`src/design/multi_car_elevator_look_scheduler_macros.svh`:
```
// Assertion macros used by the scheduler's execute module.
`ifndef MULTI_CAR_ELEVATOR_LOOK_SCHEDULER_MACROS_SVH
`define MULTI_CAR_ELEVATOR_LOOK_SCHEDULER_MACROS_SVH

// Condition must hold in the same cycle as the trigger.
`define MCELS_ASSERT_IMP(lbl, clk, rst_n, ante, cons, msg) \
    lbl: assert property (@(posedge clk) disable iff (!rst_n) (ante) |-> (cons)) \
        else $error(msg);

// Condition must hold in the cycle after the trigger.
`define MCELS_ASSERT_NXT(lbl, clk, rst_n, ante, cons, msg) \
    lbl: assert property (@(posedge clk) disable iff (!rst_n) (ante) |=> (cons)) \
        else $error(msg);

`endif

```
`src/design/mcels_pkg.sv`:
```
`default_nettype none

package mcels_pkg;

    localparam logic       REQ_FLOOR = 1'b0;
    localparam logic       REQ_TICK  = 1'b1;

    localparam logic       KIND_REQ  = 1'b0;
    localparam logic       KIND_TICK = 1'b1;

    localparam logic [1:0] MODE_IDLE = 2'd0;
    localparam logic [1:0] MODE_UP   = 2'd1;
    localparam logic [1:0] MODE_DOWN = 2'd2;

    typedef struct packed {
        logic       req_type;
        logic [7:0] dest_floor;
    } t_in_item;

    typedef struct packed {
        logic       result_kind;
        logic [2:0] car_index;
        logic [3:0] car_floor;
        logic [1:0] car_mode;
        logic       moved;
        logic       stopped;
        logic       rejected;
        logic       any_pending;
        logic       last;
    } t_out_item;

    typedef struct packed {
        logic       is_tick;
        logic       rejected;
        logic [7:0] dest;
    } t_cmd;

endpackage

`default_nettype wire

```
`src/design/multi_car_elevator_look_scheduler.sv`:
```
// LOOK scheduler for up to NUM_CARS elevator cars over NUM_FLOORS floors. Each
// input transaction is a floor request or a tick. A front register classifies
// it and flags an out-of-range destination, then a two-entry queue hands it
// to the execute stage, which updates the car state and loads a report
// buffer that drives the output. A request yields one report; a tick yields
// one report per car in use (the effective car count), in car order.
// The output port therefore sets the rate: requests flow at one per cycle
// while i_out_ready is high, and a tick holds back the next item until all
// of its reports are taken. The first report of an item appears at the output
// after it passes the front register, the queue and the report buffer. No
// clearing pass follows reset. The car count register is written with
// i_cfg_we; zero acts as one and values above NUM_CARS act as NUM_CARS.
`default_nettype none

module multi_car_elevator_look_scheduler
    import mcels_pkg::*;
#(
    parameter int NUM_CARS   = 2,
    parameter int NUM_FLOORS = 16
) (
    input  wire logic       i_clk,
    input  wire logic       i_rst_n,
    input  wire logic       i_cfg_we,
    input  wire logic [3:0] i_cfg_wdata,
    input  wire logic       i_in_valid,
    input  wire t_in_item   i_in_data,
    output logic            o_in_ready,
    output logic            o_out_valid,
    output t_out_item       o_out_data,
    input  wire logic       i_out_ready
);

    logic [3:0] r_cars_in_use;
    logic       push;
    t_cmd       front_cmd;
    logic       q_ready;
    logic       q_valid;
    t_cmd       q_cmd;
    logic       pop;

    always_ff @(posedge i_clk) begin
        if (!i_rst_n) begin
            r_cars_in_use <= 4'd2;
        end else if (i_cfg_we) begin
            r_cars_in_use <= i_cfg_wdata;
        end
    end

    mcels_front #(
        .NUM_FLOORS(NUM_FLOORS)
    ) u_front (
        .i_clk     (i_clk),
        .i_rst_n   (i_rst_n),
        .i_in_valid(i_in_valid),
        .i_in_data (i_in_data),
        .o_in_ready(o_in_ready),
        .o_push    (push),
        .o_cmd     (front_cmd),
        .i_q_ready (q_ready)
    );

    mcels_queue u_queue (
        .i_clk  (i_clk),
        .i_rst_n(i_rst_n),
        .i_push (push),
        .i_cmd  (front_cmd),
        .o_ready(q_ready),
        .o_valid(q_valid),
        .o_cmd  (q_cmd),
        .i_pop  (pop)
    );

    mcels_exec #(
        .NUM_CARS  (NUM_CARS),
        .NUM_FLOORS(NUM_FLOORS)
    ) u_exec (
        .i_clk        (i_clk),
        .i_rst_n      (i_rst_n),
        .i_cars_in_use(r_cars_in_use),
        .i_q_valid    (q_valid),
        .i_cmd        (q_cmd),
        .o_pop        (pop),
        .o_out_valid  (o_out_valid),
        .o_out_data   (o_out_data),
        .i_out_ready  (i_out_ready)
    );

endmodule

`default_nettype wire

```
`src/design/mcels_front.sv`:
```
`default_nettype none

module mcels_front
    import mcels_pkg::*;
#(
    parameter int NUM_FLOORS = 16
) (
    input  wire logic     i_clk,
    input  wire logic     i_rst_n,
    input  wire logic     i_in_valid,
    input  wire t_in_item i_in_data,
    output logic          o_in_ready,
    output logic          o_push,
    output t_cmd          o_cmd,
    input  wire logic     i_q_ready
);

    logic r_valid;
    t_cmd r_cmd;
    t_cmd n_cmd;

    assign o_in_ready = !r_valid || i_q_ready;
    assign o_push     = r_valid;
    assign o_cmd      = r_cmd;

    always_comb begin
        n_cmd.is_tick  = (i_in_data.req_type == REQ_TICK);
        n_cmd.rejected = (i_in_data.req_type == REQ_FLOOR) &&
                         ({24'd0, i_in_data.dest_floor} >= 32'(NUM_FLOORS));
        n_cmd.dest     = i_in_data.dest_floor;
    end

    always_ff @(posedge i_clk) begin
        if (!i_rst_n) begin
            r_valid <= 1'b0;
        end else if (o_in_ready) begin
            r_valid <= i_in_valid;
        end
    end

    always_ff @(posedge i_clk) begin
        if (o_in_ready && i_in_valid) begin
            r_cmd <= n_cmd;
        end
    end

endmodule

`default_nettype wire

```
`src/design/mcels_queue.sv`:
```
`default_nettype none

module mcels_queue
    import mcels_pkg::*;
(
    input  wire logic i_clk,
    input  wire logic i_rst_n,
    input  wire logic i_push,
    input  wire t_cmd i_cmd,
    output logic      o_ready,
    output logic      o_valid,
    output t_cmd      o_cmd,
    input  wire logic i_pop
);

    t_cmd       r_mem [2];
    logic       r_wptr;
    logic       r_rptr;
    logic [1:0] r_count;
    logic       do_push;

    assign o_ready = (r_count != 2'd2);
    assign o_valid = (r_count != 2'd0);
    assign o_cmd   = r_mem[r_rptr];
    assign do_push = i_push && o_ready;

    always_ff @(posedge i_clk) begin
        if (!i_rst_n) begin
            r_wptr  <= 1'b0;
            r_rptr  <= 1'b0;
            r_count <= 2'd0;
        end else begin
            if (do_push) begin
                r_wptr <= !r_wptr;
            end
            if (i_pop) begin
                r_rptr <= !r_rptr;
            end
            case ({do_push, i_pop})
                2'b10:   r_count <= r_count + 2'd1;
                2'b01:   r_count <= r_count - 2'd1;
                default: r_count <= r_count;
            endcase
        end
    end

    always_ff @(posedge i_clk) begin
        if (do_push) begin
            r_mem[r_wptr] <= i_cmd;
        end
    end

endmodule

`default_nettype wire

```
`src/design/mcels_exec.sv`:
```
`default_nettype none
`include "multi_car_elevator_look_scheduler_macros.svh"

module mcels_exec
    import mcels_pkg::*;
#(
    parameter int NUM_CARS   = 2,
    parameter int NUM_FLOORS = 16
) (
    input  wire logic       i_clk,
    input  wire logic       i_rst_n,
    input  wire logic [3:0] i_cars_in_use,
    input  wire logic       i_q_valid,
    input  wire t_cmd       i_cmd,
    output logic            o_pop,
    output logic            o_out_valid,
    output t_out_item       o_out_data,
    input  wire logic       i_out_ready
);

    localparam int FW = (NUM_FLOORS > 2) ? $clog2(NUM_FLOORS) : 1;
    localparam int CW = (NUM_CARS > 1) ? $clog2(NUM_CARS) : 1;
    localparam int NW = $clog2(NUM_CARS + 1);

    logic [FW-1:0]         r_floor [NUM_CARS];
    logic [1:0]            r_mode  [NUM_CARS];
    logic [NUM_FLOORS-1:0] r_up    [NUM_CARS];
    logic [NUM_FLOORS-1:0] r_down  [NUM_CARS];
    logic [FW-1:0]         n_floor [NUM_CARS];
    logic [1:0]            n_mode  [NUM_CARS];
    logic [NUM_FLOORS-1:0] n_up    [NUM_CARS];
    logic [NUM_FLOORS-1:0] n_down  [NUM_CARS];

    logic [FW-1:0]         r_sfloor [NUM_CARS];
    logic [1:0]            r_smode  [NUM_CARS];
    logic                  r_smoved [NUM_CARS];
    logic                  r_sstop  [NUM_CARS];
    logic                  mv       [NUM_CARS];
    logic                  st       [NUM_CARS];

    logic                  r_busy;
    logic                  r_kind;
    logic                  r_rej;
    logic                  r_pend;
    logic [CW-1:0]         r_idx;
    logic [CW-1:0]         r_last;

    logic [NW-1:0]         act_cars;
    logic [CW-1:0]         last_car;
    logic [CW-1:0]         sel;
    logic                  found;
    logic                  pend;
    logic                  emit_done;
    logic [FW-1:0]         dest;
    logic [FW-1:0]         f;
    logic [1:0]            m;
    logic [NUM_FLOORS-1:0] u;
    logic [NUM_FLOORS-1:0] d;
    logic [FW+3:0]         floor_ext;
    logic [CW+2:0]         idx_ext;

    always_comb begin
        if (i_cars_in_use == 4'd0) begin
            act_cars = NW'(1);
        end else if ({28'd0, i_cars_in_use} > 32'(NUM_CARS)) begin
            act_cars = NW'(NUM_CARS);
        end else begin
            act_cars = i_cars_in_use[NW-1:0];
        end
        last_car = CW'(act_cars - NW'(1));
    end

    assign emit_done = i_out_ready && (r_idx == r_last);
    assign o_pop     = i_q_valid && (!r_busy || emit_done);
    assign dest      = i_cmd.dest[FW-1:0];

    always_comb begin
        sel   = '0;
        found = 1'b0;
        f     = '0;
        m     = MODE_IDLE;
        u     = '0;
        d     = '0;
        for (int c = 0; c < NUM_CARS; c++) begin
            n_floor[c] = r_floor[c];
            n_mode[c]  = r_mode[c];
            n_up[c]    = r_up[c];
            n_down[c]  = r_down[c];
            mv[c]      = 1'b0;
            st[c]      = 1'b0;
            if (c < int'(act_cars) && !found && r_mode[c] == MODE_IDLE) begin
                sel   = CW'(c);
                found = 1'b1;
            end
        end

        if (o_pop && !i_cmd.is_tick && !i_cmd.rejected) begin
            if (dest > r_floor[sel]) begin
                n_up[sel][dest] = 1'b1;
            end else if (dest < r_floor[sel]) begin
                n_down[sel][dest] = 1'b1;
            end
            if (r_mode[sel] == MODE_IDLE) begin
                if (n_up[sel] != '0) begin
                    n_mode[sel] = MODE_UP;
                end else if (n_down[sel] != '0) begin
                    n_mode[sel] = MODE_DOWN;
                end
            end
        end

        if (o_pop && i_cmd.is_tick) begin
            for (int c = 0; c < NUM_CARS; c++) begin
                if (c < int'(act_cars)) begin
                    f = r_floor[c];
                    m = r_mode[c];
                    u = r_up[c];
                    d = r_down[c];
                    if (m == MODE_IDLE) begin
                        if (u != '0) begin
                            m = MODE_UP;
                        end else if (d != '0) begin
                            m = MODE_DOWN;
                        end
                    end
                    if (m == MODE_UP) begin
                        if (u != '0 && f < FW'(NUM_FLOORS - 1)) begin
                            f     = f + FW'(1);
                            mv[c] = 1'b1;
                            if (u[f]) begin
                                u[f]  = 1'b0;
                                st[c] = 1'b1;
                            end
                        end
                        if (u == '0) begin
                            m = (d != '0) ? MODE_DOWN : MODE_IDLE;
                        end
                    end else if (m == MODE_DOWN) begin
                        if (d != '0 && f > FW'(0)) begin
                            f     = f - FW'(1);
                            mv[c] = 1'b1;
                            if (d[f]) begin
                                d[f]  = 1'b0;
                                st[c] = 1'b1;
                            end
                        end
                        if (d == '0) begin
                            m = (u != '0) ? MODE_UP : MODE_IDLE;
                        end
                    end
                    n_floor[c] = f;
                    n_mode[c]  = m;
                    n_up[c]    = u;
                    n_down[c]  = d;
                end
            end
        end

        pend = 1'b0;
        for (int c = 0; c < NUM_CARS; c++) begin
            if (c < int'(act_cars) && (n_up[c] != '0 || n_down[c] != '0)) begin
                pend = 1'b1;
            end
        end
    end

    always_ff @(posedge i_clk) begin
        if (!i_rst_n) begin
            for (int c = 0; c < NUM_CARS; c++) begin
                r_floor[c] <= '0;
                r_mode[c]  <= MODE_IDLE;
                r_up[c]    <= '0;
                r_down[c]  <= '0;
            end
            r_busy <= 1'b0;
            r_idx  <= '0;
            r_last <= '0;
        end else begin
            for (int c = 0; c < NUM_CARS; c++) begin
                r_floor[c] <= n_floor[c];
                r_mode[c]  <= n_mode[c];
                r_up[c]    <= n_up[c];
                r_down[c]  <= n_down[c];
            end
            if (o_pop) begin
                r_busy <= 1'b1;
                r_idx  <= i_cmd.is_tick ? '0 : sel;
                r_last <= i_cmd.is_tick ? last_car : sel;
            end else if (r_busy && emit_done) begin
                r_busy <= 1'b0;
            end else if (r_busy && i_out_ready) begin
                r_idx <= r_idx + CW'(1);
            end
        end
    end

    always_ff @(posedge i_clk) begin
        if (o_pop) begin
            for (int c = 0; c < NUM_CARS; c++) begin
                r_sfloor[c] <= n_floor[c];
                r_smode[c]  <= n_mode[c];
                r_smoved[c] <= mv[c];
                r_sstop[c]  <= st[c];
            end
            r_kind <= i_cmd.is_tick ? KIND_TICK : KIND_REQ;
            r_rej  <= !i_cmd.is_tick && i_cmd.rejected;
            r_pend <= pend;
        end
    end

    assign floor_ext = {4'd0, r_sfloor[r_idx]};
    assign idx_ext   = {3'd0, r_idx};

    always_comb begin
        o_out_valid            = r_busy;
        o_out_data.result_kind = r_kind;
        o_out_data.car_index   = idx_ext[2:0];
        o_out_data.car_floor   = floor_ext[3:0];
        o_out_data.car_mode    = r_smode[r_idx];
        o_out_data.moved       = r_smoved[r_idx];
        o_out_data.stopped     = r_sstop[r_idx];
        o_out_data.rejected    = r_rej;
        o_out_data.any_pending = r_pend;
        o_out_data.last        = (r_idx == r_last);
    end

    `MCELS_ASSERT_NXT(a_stall_holds, i_clk, i_rst_n, r_busy && !i_out_ready, r_busy && $stable(r_idx), "report index moved while stalled")
    `MCELS_ASSERT_IMP(a_idx_bound, i_clk, i_rst_n, r_busy, r_idx <= r_last, "report index passed the last car")
    `MCELS_ASSERT_IMP(a_idle_empty, i_clk, i_rst_n, r_mode[0] == MODE_IDLE, r_up[0] == '0 && r_down[0] == '0, "idle car holds targets")
    `MCELS_ASSERT_IMP(a_no_self_target, i_clk, i_rst_n, 1'b1, r_up[0][r_floor[0]] == 1'b0 && r_down[0][r_floor[0]] == 1'b0, "car holds a target at its own floor")

endmodule

`default_nettype wire

```
`config.mk`:
```
export PLATFORM = sky130hd
export DESIGN_NAME = multi_car_elevator_look_scheduler
export DESIGN_NICKNAME = d
export VERILOG_FILES = /design/src/design/mcels_pkg.sv /design/src/design/multi_car_elevator_look_scheduler.sv /design/src/design/mcels_front.sv /design/src/design/mcels_queue.sv /design/src/design/mcels_exec.sv
export VERILOG_INCLUDE_DIRS = /design/src /design/src/design
export SDC_FILE = /design/constraint.sdc
export NUM_CORES = 1
export LEC_CHECK = 0
export BUFFER_PORTS_ARGS = -buffer_cell sky130_fd_sc_hd__buf_2
export CAP_MARGIN = 15
export CORE_MARGIN = 4
export CORE_UTILIZATION = 50
export CTS_CLUSTER_DIAMETER = 200
export DETAILED_ROUTE_END_ITERATION = 10
export PLACE_DENSITY = 0.77
export SKIP_LAST_GASP = 1
export SYNTH_ARGS = -nofsm -noshare
export SYNTH_HDL_FRONTEND = slang
export SYNTH_SLANG_ARGS = --single-unit
export TNS_END_PERCENT = 1
```
`constraint.sdc`:
```
create_clock -name i_clk -period 9.43 [get_ports i_clk]
set_input_delay 0.943 -clock i_clk [delete_from_list [all_inputs] [get_ports i_clk]]
set_output_delay 0.943 -clock i_clk [all_outputs]
set_load 0.02 [all_outputs]
```
==> results of run 1 <==
==> registers in the layout, summed over array words and instances (netlist names), 2 cells and up, named ones only <==
| register | flops |
|---|---|
| u_front.o_cmd | 6 |
| u_exec.r_sfloor | 8 |
| u_queue.r_count | 2 |
| u_queue.r_mem | 12 |
| r_cars_in_use | 3 |
| u_exec.r_mode | 4 |
| u_exec.r_up | 32 |
| u_exec.r_smode | 4 |
| u_exec.r_floor | 8 |
| u_exec.r_down | 32 |
| u_exec.r_sstop | 2 |
| u_exec.r_smoved | 2 |
==> cell usage after synthesis, types with 5 or more instances <==
| master | count |
|---|---|
| o31a_1 | 8 |
| clkbuf_1 | 37 |
| a31oi_1 | 14 |
| a41oi_1 | 13 |
| a211oi_1 | 11 |
| nor2b_1 | 9 |
| mux2_2 | 11 |
| nand2_1 | 59 |
| a21oi_1 | 99 |
| nor4_1 | 38 |
| or4_1 | 7 |
| o21ai_1 | 5 |
| dfxtp_1 | 89 |
| edfxtp_1 | 37 |
| a22oi_1 | 13 |
| xnor2_1 | 7 |
| and2_1 | 52 |
| nand4_1 | 21 |
| o31ai_1 | 7 |
| nand2b_1 | 12 |
| o22ai_1 | 6 |
| o32ai_1 | 5 |
| o41ai_1 | 5 |
| nand3_1 | 30 |
| nor3_1 | 37 |
| xor2_1 | 5 |
| buf_2 | 13 |
| nor2_1 | 96 |
| a22o_1 | 10 |
| buf_4 | 10 |
| and3_1 | 10 |
| mux2i_1 | 17 |
| o211ai_1 | 5 |
| and4_1 | 6 |
| a21o_1 | 11 |
| mux4_2 | 16 |
| or3_1 | 9 |
| o21ai_0 | 32 |
| ha_1 | 13 |
| inv_1 | 32 |
| nor3b_1 | 9 |
==> worst max-delay path: cells and delay by family (launching register included) <==
kind	cells	cell delay, ps
AND/OR/NAND/NOR	6	2140
AO/OA/AOI/OAI	4	1020
buffers and inverters	1	210
adder cells (fa/ha/maj)	1	540
flip-flops	1	920
==> report_power, final <==
part | switching [µW] | total (µW) | leakage [µW] | internal (µW)
Clock | 242 | 618 | 0.000275 | 375
Sequential | 71.3 | 724 | 0.00108 | 653
Combinational | 447 | 679 | 0.00202 | 232
==> metrics by stage <==
stage / total power (µW) / cell area [µm²]
after detailed placement: 1390 / 8810
final: 2020 / 9370
after global placement: 1380 / 8810
after CTS: 2010 / 9370
after global routing: 2110 / 9370
after floorplan: 1220 / 8630
==> routing by layer <==
| layer | up-vias | GRT usage [%] |
|---|---|---|
| met3 | 108 | 7.17 |
| met2 | 706 | 40.2 |
| met5 | - | 0 |
| li1 | 3891 | - |
| met4 | 0 | 11.9 |
| met1 | 4027 | 39.1 |
==> worst max-delay path by stage <==
| stage | cells after the start | to | slack [ps] |
|---|---|---|---|
| after floorplan | 16 | u_exec.r_pend | 5190 |
| after global placement | 12 | u_exec.r_pend | 4530 |
| after detailed placement | 13 | u_exec.r_pend | 4460 |
| after CTS | 13 | u_exec.r_pend | 4460 |
| after global routing | 12 | u_exec.r_pend | 4050 |
| final | 12 | u_exec.r_pend | 4310 |
==> cells by family after synthesis <==
logic type               count (synthesis)  share of synthesized area [%]
AO/OA/AOI/OAI                          304                           24.2
XOR/XNOR                                14                           1.60
adder cells (fa/ha/maj)                 13                           1.89
buffers and inverters                   99                           5.20
flip-flops                             126                           33.6
multiplexers                            44                           7.59
other                                    1                         0.0435
AND/OR/NAND/NOR                        417                           25.9
==> cell type report <==
type                            count  area [µm²]  area share, %
Tap cell                          220         275           2.94
Inverter                           36         135           1.44
Clock buffer                       22         464           4.96
Sequential cell                   126        2890           30.9
Multi-Input combinational cell    794        5290           56.5
Timing Repair Buffer               40         223           2.38
Clock inverter                     10        88.8          0.948
==> results.json, run 1 <==
{
  "status": "finished with violations",
  "violations": "DRC",
  "final.setup.worst_slack_ps": 4310,
  "dr.max_layer_used": "met4",
  "syn_area_per_cell_um2": 8.47,
  "p_leak_uw": 0.00337,
  "clk_latency_ps": 420,
  "ys_types": 92,
  "reg2reg_slack_ps": 4310,
  "crit_type": "reg2reg",
  "path_clk_slew_ps": 60,
  "cp_max_fo": 18,
  "r2r_cells": 12,
  "place_ws_ps": 4460,
  "crit_start": "u_exec.r_floor[1][0]",
  "antennaDiodeCount": 0,
  "place.gp.congestion": 1.03,
  "die_w_um": 139,
  "cp_cell_sequence": "inv_1 -> ha_1 -> nor2b_1 -> a211oi_2 -> or2_1 -> o22ai_4 -> nor3_4 -> a21oi_1 -> or4_1 -> nor4_1 -> a41o_1 -> nand4_1",
  "cts_hold_buf": 0,
  "grt_pass1_vias": 7994,
  "cts_tree": "done",
  "grt_max_degree": 50,
  "fin_cells": 1248,
  "yosysWarnings": 0,
  "final_common_cell": "a21oi_1",
  "final_util_pct": 55.9,
  "core_mm2": 0.0168,
  "vias_per_cell": 7.00,
  "placed_cells": 1216,
  "synth_top_cell_by_area": "dfxtp_1",
  "vias": 8732,
  "wl_per_cell_um": 22.3,
  "endpoint_kind": "flip-flop",
  "fmax_mhz": 195,
  "async_flop_share_pct": 0,
  "tns_ps": 0,
  "drt_iter0_markers": 1462,
  "seq_area_frac_synth_pct": 33.6,
  "gr-total-overflow": 0,
  "track_usage_pct": 27.7,
  "rsz0062_at_grt": "no",
  "critical-path-slowest-cell": "dfxtp_1",
  "cap_violations": 0,
  "required_ps": 9590,
  "hpwl_um": 19800,
  "fin_crit_ps": 5120,
  "cts_made_buffers": 17,
  "synth_edf_count": 37,
  "ant_nets": 0,
  "whs_endpoint": "u_queue.r_mem[1][3]",
  "nFillCells": 1510,
  "holdPathStages": 0,
  "met1_length_um": 11500,
  "post_cts_buffers": 0,
  "power_density_mw_per_mm2": 216,
  "finalSetupViolations": 0,
  "reg2reg_to": "u_exec.r_pend",
  "start_util_pct": 51.4,
  "hp-start": "u_front.o_cmd[3]",
  "syn_area_mm2": 0.00862,
  "routed_wl_um": 27800,
  "rows": 47,
  "hold_violations": 0,
  "area_growth_pct": 8.63,
  "hold_class": "reg2reg",
  "yosys-top-cells-area": "dfxtp_1 21%, edfxtp_1 13%, a21oi_1 5.7%, mux4_2 4.2%, nor2_1 4.2%",
  "cts.sinks": 126,
  "synth_top_area_share_pct": 20.7,
  "netlist_instances": 1018,
  "drt_pass1_iterations": 10,
  "holdWs_ps": 455,
  "maxSlewViolCount": 0,
  "final_cell_mix": "99 x a21oi_1, 95 x nor2_1, 89 x dfxtp_1",
  "synth_seq_cells": 126,
  "start_kind": "flip-flop",
  "relSlewSlack_pct": 25.8,
  "fp.dieH_um": 139,
  "synth_ff_type": "dfxtp_1",
  "antenna_found_initial": 1,
  "ioPinCount": 35,
  "worst_pin_slew_ps": 1100,
  "crit_arrival_ps": 5270,
  "cts.path.max_buffers": 2,
  "wl_met2_um": 11800,
  "die_area_mm2": 0.0194,
  "port_buffers": 31,
  "layout-drive-gt1-share_pct": 12.1,
  "slowest_delay_ps": 920,
  "ir_drop_v": 0.000191,
  "grt_first_pass_wirelength_um": 43400,
  "drc": 1,
  "met3_length_um": 3420,
  "nets": 1046,
  "rr_startpoint": "u_exec.r_floor[1][0]",
  "finClkSkew_ps": 6.56,
  "cts_root_buf": "clkbuf_16",
  "cts_resized": 0,
  "h-tree-depth": 4,
  "finalCritPeriodShare_pct": 54.3
}
Note: power is estimated with default switching activity, not from simulation.
==> run 2: changes to the inputs <==
Clock period 9.43 ns to 5.2 ns, I/O delays scaled along.
==> run 2 against run 1 <==
  * The flow now finishes without violations
  * Power up 87%
  * First-iteration DRC count down 6.2%
  * Worst setup slack lost 3700 ps
  * Routed wire length is 1.9% higher
  * Critical path depth is 1 higher
  * Fmax rose by 12%
  * Sequential cell count is the same
  * Sequential power grew 78%
  * Clock power is 96% higher
  * Clock skew rose by 11 ps
  * Final cell count increased by 1.1%
  * Critical path type unchanged
  * Critical endpoint is now u_exec.r_mode[0][1]
  * Largest power group unchanged
==> results.json, run 2 (synthesized netlist as in run 1, its figures left out) <==
{
  "h-tree-depth": 4,
  "place.gp.congestion": 1.03,
  "vias_per_cell": 6.93,
  "finClkSkew_ps": 18.1,
  "fin_crit_ps": 4580,
  "antennaDiodeCount": 0,
  "final_cell_mix": "99 x a21oi_1, 96 x nor2_1, 89 x dfxtp_1",
  "fmax_mhz": 218,
  "start_util_pct": 51.4,
  "cts_root_buf": "clkbuf_16",
  "drc": 0,
  "critPathBufInv": 2,
  "worst_pin_slew_ps": 999,
  "layout-drive-gt1-share_pct": 13.3,
  "finalSetupViolations": 0,
  "crit_top_cell": "and2_1",
  "ant_nets": 0,
  "hold_class": "in2reg",
  "fin_cells": 1262,
  "antenna_found_initial": 0,
  "cts_tree": "done",
  "gr-total-overflow": 0,
  "maxSlewViolCount": 0,
  "cap_violations": 0,
  "power_density_mw_per_mm2": 397,
  "hold_violations": 0,
  "rsz0062_at_grt": "no",
  "slowest_delay_ps": 880,
  "crit_family": "compound AO/OA/AOI/OAI gates",
  "placed_cells": 1230,
  "grt_pass1_vias": 7977,
  "cts.sinks": 126,
  "nets": 1060,
  "critical-path-slowest-cell": "a2111oi_0",
  "crit_type": "reg2reg",
  "core_mm2": 0.0168,
  "clk_latency_ps": 440,
  "post_cts_buffers": 0,
  "hpwl_um": 20500,
  "wl_per_cell_um": 22.5,
  "routed_wl_um": 28400,
  "cts_made_buffers": 17,
  "cts.path.max_buffers": 2,
  "ir_drop_v": 0.000334,
  "die_area_mm2": 0.0194,
  "relSlewSlack_pct": 33.4,
  "tns_ps": 0,
  "cts_hold_buf": 0,
  "path_clk_slew_ps": 60,
  "start_kind": "flip-flop",
  "endpoint_kind": "flip-flop",
  "drt_pass1_iterations": 6,
  "cts_resized": 0,
  "vias": 8751,
  "die_w_um": 139,
  "grt_first_pass_wirelength_um": 44100,
  "status": "complete, no violations",
  "port_buffers": 31,
  "drt_iter0_markers": 1372,
  "p_leak_uw": 0.00345,
  "track_usage_pct": 28.5,
  "largestRegisters": "u_exec.r_down: 32 flops, u_exec.r_up: 32 flops, u_queue.r_mem: 12 flops",
  "crit_arrival_ps": 4910,
  "area_growth_pct": 10.2,
  "final_common_cell": "a21oi_1",
  "grt_max_degree": 48,
  "rows": 47,
  "required_ps": 5530,
  "finalCritPeriodShare_pct": 88.1,
  "ioPinCount": 35,
  "cp_cell_sequence": "inv_1 -> ha_1 -> nor3b_1 -> a41oi_1 -> buf_4 -> and2_1 -> nand3_1 -> a2111oi_0 -> nand4_1 -> nor3_1 -> a21oi_1 -> o31a_1 -> and2_1",
  "cp_max_fo": 17,
  "fp.dieH_um": 139
}
-- run 2: changes by cell type in the layout (fill, tap and decap cells not counted), sizes merged --
cell      delta
buf         +14
clkbuf       -4
clkinvlp     +3
clkinv       -2
inv          +2
bufinv       +1
-- run 2: worst register-to-register path: cells and delay by family, from the launching register on --
kind | cells | cell delay, ps
flops | 1 | 610
buf+inv | 2 | 360
simple gates | 6 | 1480
compound gates | 4 | 1590
fa+ha+maj | 1 | 450
-- run 2: layout make-up --
type	instances	area, µm²
clock buffer	18	429
clock inverter	14	159
fill	1520	7260
inverter	36	135
multi-input combinational	794	5290
sequential	126	2890
tap	220	275
timing repair buffer	54	328
-- run 2: path summary, 6_finish.rpt --
path,startpoint,endpoint,slack (ps),cells after the start
worst min register to register,u_front.o_cmd[9],u_queue.r_mem[1][9],440,0
worst max-delay path,u_exec.r_floor[0][1],u_exec.r_mode[0][1],620,13
worst max register to register,u_exec.r_floor[0][1],u_exec.r_mode[0][1],620,13
worst min-delay path,i_in_data[0],u_front.o_cmd[0],260,1
-- run 2: power by group --
group          internal (µW)  switching [µW]  total (µW)
Combinational            444             838        1280
Clock                    714             492        1210
Sequential              1180             104        1290
-- run 2: per-layer routing --
metal	GRT usage (%)	vias up	wire, µm	share of wire, %
met2	41.2	654	11900	42
met1	40.1	4066	11800	41
met5	0	-	0	0
met3	8.58	114	3660	13
li1	-	3917	-	-
met4	11.1	0	1040	3.7
-- run 2: per-stage QoR --
step	setup slack (ps)	total power (µW)	area [µm²]	util [%]	hold slack, ps
floorplan	955	2200	8630	-	421
global placement	907	2530	8920	53.2	422
detailed placement	788	2560	8920	53.2	431
CTS	800	3760	9500	56.7	252
global route	450	3940	9500	56.7	260
finish	619	3780	9500	56.7	256
